===== src/design/tick_slot_event_table_macros.svh =====
// ---------------------------------------------------------------------------
// Tick slot event table assertion macros
// Shared concurrent assertion forms, clocked on clk and disabled in reset.
// ---------------------------------------------------------------------------
`ifndef TICK_SLOT_EVENT_TABLE_MACROS_SVH
`define TICK_SLOT_EVENT_TABLE_MACROS_SVH

// A property that must hold at every clock edge out of reset.
`define TSET_ASSERT(name, prop, msg) \
  name: assert property (@(posedge clk) disable iff (!rst_n) (prop)) else $error(msg);

// A condition that must be followed by a consequence in the next cycle.
`define TSET_ASSERT_NEXT(name, ante, cons, msg) \
  name: assert property (@(posedge clk) disable iff (!rst_n) (ante) |=> (cons)) else $error(msg);

`endif


===== src/design/tset_pkg.sv =====
// ---------------------------------------------------------------------------
// Tick slot event table package
// Payload types, operation codes and controller interface structs.
// ---------------------------------------------------------------------------
package tset_pkg;

  localparam int DEF_SLOTS       = 3840;
  localparam int DEF_PROBE_LIMIT = 5;
  localparam int STEPS           = 16;

  localparam logic [7:0] NOTE_ON_RST = 8'd144;

  localparam logic [1:0] MODE_INSERT = 2'd0;
  localparam logic [1:0] MODE_CLEAR  = 2'd1;
  localparam logic [1:0] MODE_SCAN   = 2'd2;

  typedef struct packed {
    logic [1:0]  mode;
    logic [15:0] tick;
    logic [7:0]  ev_code;
    logic [7:0]  note;
    logic [7:0]  velocity;
    logic [15:0] hold_ms;
  } in_item_t;

  typedef struct packed {
    logic        stored;
    logic [11:0] slot_used;
    logic [15:0] step_bitmap;
  } out_item_t;

  typedef struct packed {
    logic [7:0]  ev_code;
    logic [7:0]  note;
    logic [7:0]  velocity;
    logic [15:0] hold_ms;
  } slot_t;

  typedef struct packed {
    logic load_item;
    logic zero_wr;
    logic addr_from_rem;
    logic probe_rd;
    logic probe_wr;
    logic probe_next;
    logic clr_start;
    logic scan_start;
    logic scan_rd;
    logic out_load;
  } ctrl_cmd_t;

  typedef struct packed {
    logic [1:0] mode;
    logic       addr_last;
    logic       tick_in_range;
    logic       slot_empty;
    logic       probe_last;
    logic       scan_last;
    logic       out_free;
  } ctrl_sts_t;

endpackage


===== src/design/tset_ctrl.sv =====
// ---------------------------------------------------------------------------
// Tick slot event table controller
// Sequences the clearing pass, insert probing, range clears and step scans.
// ---------------------------------------------------------------------------
module tset_ctrl
  import tset_pkg::*;
(
  input  logic      clk,
  input  logic      rst_n,
  input  logic      in_valid,
  output logic      in_stall,
  input  ctrl_sts_t sts,
  output ctrl_cmd_t cmd
);

  localparam logic [3:0] S_INIT  = 4'd0;
  localparam logic [3:0] S_IDLE  = 4'd1;
  localparam logic [3:0] S_DISP  = 4'd2;
  localparam logic [3:0] S_MODA  = 4'd3;
  localparam logic [3:0] S_MODB  = 4'd4;
  localparam logic [3:0] S_PRD   = 4'd5;
  localparam logic [3:0] S_PCHK  = 4'd6;
  localparam logic [3:0] S_CLR   = 4'd7;
  localparam logic [3:0] S_SCAN  = 4'd8;
  localparam logic [3:0] S_DRAIN = 4'd9;
  localparam logic [3:0] S_RES   = 4'd10;

  logic [3:0] state_r, state_nxt;

  always_ff @(posedge clk) begin
    if (!rst_n) begin
      state_r <= S_INIT;
    end else begin
      state_r <= state_nxt;
    end
  end

  assign in_stall = (state_r != S_IDLE);

  always_comb begin
    state_nxt = state_r;
    cmd       = '0;
    unique case (state_r)
      S_INIT: begin
        cmd.zero_wr = 1'b1;
        if (sts.addr_last) begin
          state_nxt = S_IDLE;
        end
      end
      S_IDLE: begin
        if (in_valid) begin
          cmd.load_item = 1'b1;
          state_nxt     = S_DISP;
        end
      end
      S_DISP: begin
        case (sts.mode)
          MODE_INSERT: state_nxt = S_MODA;
          MODE_CLEAR: begin
            if (sts.tick_in_range) begin
              cmd.clr_start = 1'b1;
              state_nxt     = S_CLR;
            end else begin
              state_nxt = S_RES;
            end
          end
          MODE_SCAN: begin
            cmd.scan_start = 1'b1;
            state_nxt      = S_SCAN;
          end
          default: state_nxt = S_RES;
        endcase
      end
      S_MODA: state_nxt = S_MODB;
      S_MODB: begin
        cmd.addr_from_rem = 1'b1;
        state_nxt         = S_PRD;
      end
      S_PRD: begin
        cmd.probe_rd = 1'b1;
        state_nxt    = S_PCHK;
      end
      S_PCHK: begin
        if (sts.slot_empty) begin
          cmd.probe_wr = 1'b1;
          state_nxt    = S_RES;
        end else if (sts.probe_last) begin
          state_nxt = S_RES;
        end else begin
          cmd.probe_next = 1'b1;
          state_nxt      = S_PRD;
        end
      end
      S_CLR: begin
        cmd.zero_wr = 1'b1;
        if (sts.addr_last) begin
          state_nxt = S_RES;
        end
      end
      S_SCAN: begin
        cmd.scan_rd = 1'b1;
        if (sts.scan_last) begin
          state_nxt = S_DRAIN;
        end
      end
      S_DRAIN: state_nxt = S_RES;
      S_RES: begin
        if (sts.out_free) begin
          cmd.out_load = 1'b1;
          state_nxt    = S_IDLE;
        end
      end
      default: state_nxt = S_IDLE;
    endcase
  end

endmodule


===== config.mk =====
export PLATFORM = sky130hd
export DESIGN_NAME = tset_ctrl
export DESIGN_NICKNAME = d
export VERILOG_FILES = /design/src/design/tick_slot_event_table_macros.svh /design/src/design/tset_pkg.sv /design/src/design/tset_ctrl.sv
export SDC_FILE = /design/constraint.sdc
export NUM_CORES = 1
export LEC_CHECK = 0
export ABC_AREA = 1
export BUFFER_PORTS_ARGS = -buffer_cell sky130_fd_sc_hd__clkbuf_2
export CAP_MARGIN = 20
export CORE_AREA = 3 3 40 42
export DETAILED_ROUTE_END_ITERATION = 8
export DIE_AREA = 0 0 43 45
export PLACE_DENSITY = 0.66
export SETUP_SLACK_MARGIN = 0.15
export SLEW_MARGIN = 20
export SYNTH_ARGS = -nofsm -noshare
export SYNTH_HDL_FRONTEND = slang
export SYNTH_SLANG_ARGS = --single-unit

===== constraint.sdc =====
create_clock -name clk -period 2.85 [get_ports clk]
set_input_delay 0.57 -clock clk [delete_from_list [all_inputs] [get_ports clk]]
set_output_delay 0.57 -clock clk [all_outputs]
set_load 0.03 [all_outputs]

==> impl_table.tex <==
\begin{tabular}{lr}
\hline
Metric & Value \\
\hline
\multicolumn{2}{l}{\textbf{Layout}} \\
Top Registers & state\_r (4) \\
Multi-input gate area & 310 um\^{}2 \\
Largest register FFs & 4 \\
Fin cells & 130 \\
Post-layout util & 47.0\% \\
Fraction of final layout cells with drive strength greater than 1 & 26.1\% \\
Register with the most flip-flops & state\_r \\
N\_diodes & 0 \\
Count of nets after finishing & 128 \\
Register area & 80.1 um\^{}2 \\
Layout fillers & 156 \\
Area growth from synthesis to layout & 29.8\% \\
\multicolumn{2}{l}{\textbf{Worst setup path}} \\
Reg2reg start & state\_r[3] \\
Endpoint required time on the critical path & 2280 ps \\
Slowest stage delay, CP & 490 ps \\
Kind of launch point of the worst setup path & flop \\
Type of the setup path with the least slack & flop to primary output \\
Critical path peak fanout & 11 \\
Data arrival time of the worst path & 1550 ps \\
First element of the critical path & state\_r[1] \\
Setup crit end kind & primary output \\
Critical-path cell list & nand2\_1 > nor2\_2 > inv\_1 > nor3\_1 > clkbuf\_2 \\
Highest-delay cell along the critical path & sky130\_fd\_sc\_hd\_\_dfxtp\_1 \\
\multicolumn{2}{l}{\textbf{Routing}} \\
Residual DRC & 0 \\
DRT iter0 DRCs & 15 \\
Routed met3 length & 82 um \\
Post-detailed-route count of antenna-violating nets & 0 \\
Average wire per cell in the routed design & 9.12 um \\
Length of routed met2 wiring & 580 um \\
Top sig layer & met3 \\
Aggregate routed wire length & 1190 um \\
Vias per cell & 4.62 \\
Vias after detailed routing & 601 \\
Initial DRT Pass Iterations & 4 \\
Wire length on met1 & 522 um \\
\multicolumn{2}{l}{\textbf{Synthesis}} \\
Most common flop cell mapped by yosys & sky130\_fd\_sc\_hd\_\_dfxtp\_1 \\
Post-synthesis cell type count & 18 \\
Syn nets & 103 \\
Proportion of synthesized flip-flops having asynchronous set or reset & 0\% \\
Post-synthesis instance area & 465 um\^{}2 \\
Post-synth EDFFs & 0 \\
Count leader, synth & sky130\_fd\_sc\_hd\_\_nor2\_1 \\
Post-Syn Area per Cell & 5.06 um\^{}2 \\
Count of synthesis-stage warnings from yosys & 0 \\
Ranking of synthesized cells by area & sky130\_fd\_sc\_hd\_\_nor2\_1 19\%, sky130\_fd\_sc\_hd\_\_dfxtp\_1 17\%, sky130\_fd\_sc\_hd\_\_nand2\_1 17\% \\
Register area share after synthesis & 17.2\% \\
Share of Yosys cell area claimed by the top area cell type & 19.4\% \\
Dominant cell type by area after synthesis & sky130\_fd\_sc\_hd\_\_nor2\_1 \\
\#FFs+latches synth & 4 \\
Count of mapped cells out of synthesis & 92 \\
Top cells by instance count after synthesis & 24 x sky130\_fd\_sc\_hd\_\_nor2\_1, 21 x sky130\_fd\_sc\_hd\_\_nand2\_1, 18 x sky130\_fd\_sc\_hd\_\_inv\_1 \\
\multicolumn{2}{l}{\textbf{Global route}} \\
Maximum number of pins on one net before global-route repair & 12 \\
Number of antenna violations at the first check in global routing & 0 \\
GR Util All Layers & 13.7\% \\
Vias in the first global route & 529 \\
Global-route wire length before repair & 2030 um \\
Overflow left after global routing & 0 \\
\multicolumn{2}{l}{\textbf{Clock tree}} \\
Post-CTS Hold Fix Bufs & 0 \\
Total CTS buffers & 3 \\
H-tree depth reported by CTS & 1 \\
Number of gates resized after CTS & 0 \\
Buffers inserted during post-CTS setup optimization & 0 \\
Clk buf depth & 2 \\
CTS tree & built \\
CTS root buf & sky130\_fd\_sc\_hd\_\_clkbuf\_4 \\
CTS clk-pin slew, worst paths & 40 ps \\
Clock Latency Late Sink & 240 ps \\
Clock sink total & 4 \\
\multicolumn{2}{l}{\textbf{Die}} \\
Die Y-Extent & 45 um \\
I/O pin count & 22 \\
Number of rows in the core area & 13 \\
Starting density of the core & 36.2\% \\
Area inside the core boundary & 1280 um\^{}2 \\
DIE AREA & 1940 um\^{}2 \\
Die span in x & 43 um \\
\multicolumn{2}{l}{\textbf{Power}} \\
Sum of internal, switching and leakage power & 616 uW \\
PwrDens & 1020 nW/um\^{}2 \\
Leak Pwr & 0.000373 uW \\
VDD IR-drop max & 373 uV \\
\multicolumn{2}{l}{\textbf{Timing}} \\
Endpoints failing setup & 0 \\
Worst slew margin relative to its limit & 79.5\% \\
Slew @ Worst Pin & 308 ps \\
Final TNS setup & 0 ps \\
Final hold slack & 556 ps \\
Period utilisation layout & 74.4\% \\
Clock period minus worst slack & 2120 ps \\
Final setup skew & 6.67 ps \\
Unrepaired setup endpoints after global routing & no \\
Maximum clock rate & 0.472 GHz \\
Max Transition Viols Final & 0 \\
Hold Fails Final Rpt & 0 \\
\multicolumn{2}{l}{\textbf{Worst hold path}} \\
Worst hold path class & flop to flop \\
Hold Startpoint & state\_r[3] \\
\multicolumn{2}{l}{\textbf{Placement}} \\
Placed cells & 127 \\
HPWL Detailed & 1010 um \\
Count of input and output buffers & 21 \\
RD Place Congestion & 0.784 \\
\multicolumn{2}{l}{\textbf{Run}} \\
Number of max-cap violations & 0 \\
\multicolumn{2}{l}{\textbf{Status}} \\
Outcome & finished clean \\
\hline
\end{tabular}
-- cell families (layout without fill, tap and decap cells) --
logic type,Yosys count,count (layout),synth area share [%]
AO/OA/AOI/OAI,7,7,8.60
buffers and inverters,19,42,16.1
flip-flops,4,4,17.2
AND/OR/NAND/NOR,62,62,58.1
-- final timing paths --
path,to,slack [ps],depth (start not counted)
setup / recovery,cmd[2],730,5
hold / removal,state_r[3],560,2
setup reg to reg,state_r[3],1500,9
hold reg to reg,state_r[3],560,2
-- stage by stage --
| stage | setup WS, ps | cell area (um^2) |
|---|---|---|
| floorplan | 868 | 465 |
| global placement | 1050 | 582 |
| detailed placement | 980 | 582 |
| CTS | 708 | 604 |
| global route | 534 | 604 |
| finish | 729 | 604 |
-- critical path, delay by kind of cell (launching register included) --
family	cells	cell delay, ps
flops	1	490
simple gates	3	510
buf+inv	2	310
-- cell type report --
type                            instances  share of cell area (%)
Tap cell                               15                    3.11
Multi-Input combinational cell         69                    51.3
Clock buffer                            3                    3.73
Timing Repair Buffer                   21                    17.4
Inverter                               18                    11.2
Sequential cell                         4                    13.3
-- report_power, final --
part           switching, uW  internal, uW
Clock                   23.2          47.1
Combinational            288           136
Sequential              41.6          80.2
Total                    353           263
-- layer usage --
metal  vias to the layer above  GRT usage, %
met2                        16          24.3
met4                         0          1.81
met1                       256          15.6
met3                         0          6.37
li1                        329             -
met5                         -             0
-- cells in the final DEF, fill, tap and decap left out --
master                      n
sky130_fd_sc_hd__nand4_1    2
sky130_fd_sc_hd__o21bai_1   1
sky130_fd_sc_hd__nand2_2    1
sky130_fd_sc_hd__o22ai_1    1
sky130_fd_sc_hd__o21ai_0    3
sky130_fd_sc_hd__clkbuf_2  21
sky130_fd_sc_hd__or2_2      1
sky130_fd_sc_hd__nor2_1    24
sky130_fd_sc_hd__nor3b_1    1
sky130_fd_sc_hd__inv_1     18
sky130_fd_sc_hd__nor3_1     4
sky130_fd_sc_hd__nand3_2    1
sky130_fd_sc_hd__nor2_2     3
sky130_fd_sc_hd__nand2_1   21
sky130_fd_sc_hd__a31oi_1    1
sky130_fd_sc_hd__clkbuf_4   3
sky130_fd_sc_hd__dfxtp_1    4
sky130_fd_sc_hd__nand3_1    4
sky130_fd_sc_hd__a21oi_1    1
Note: power is estimated with default switching activity, not from simulation.
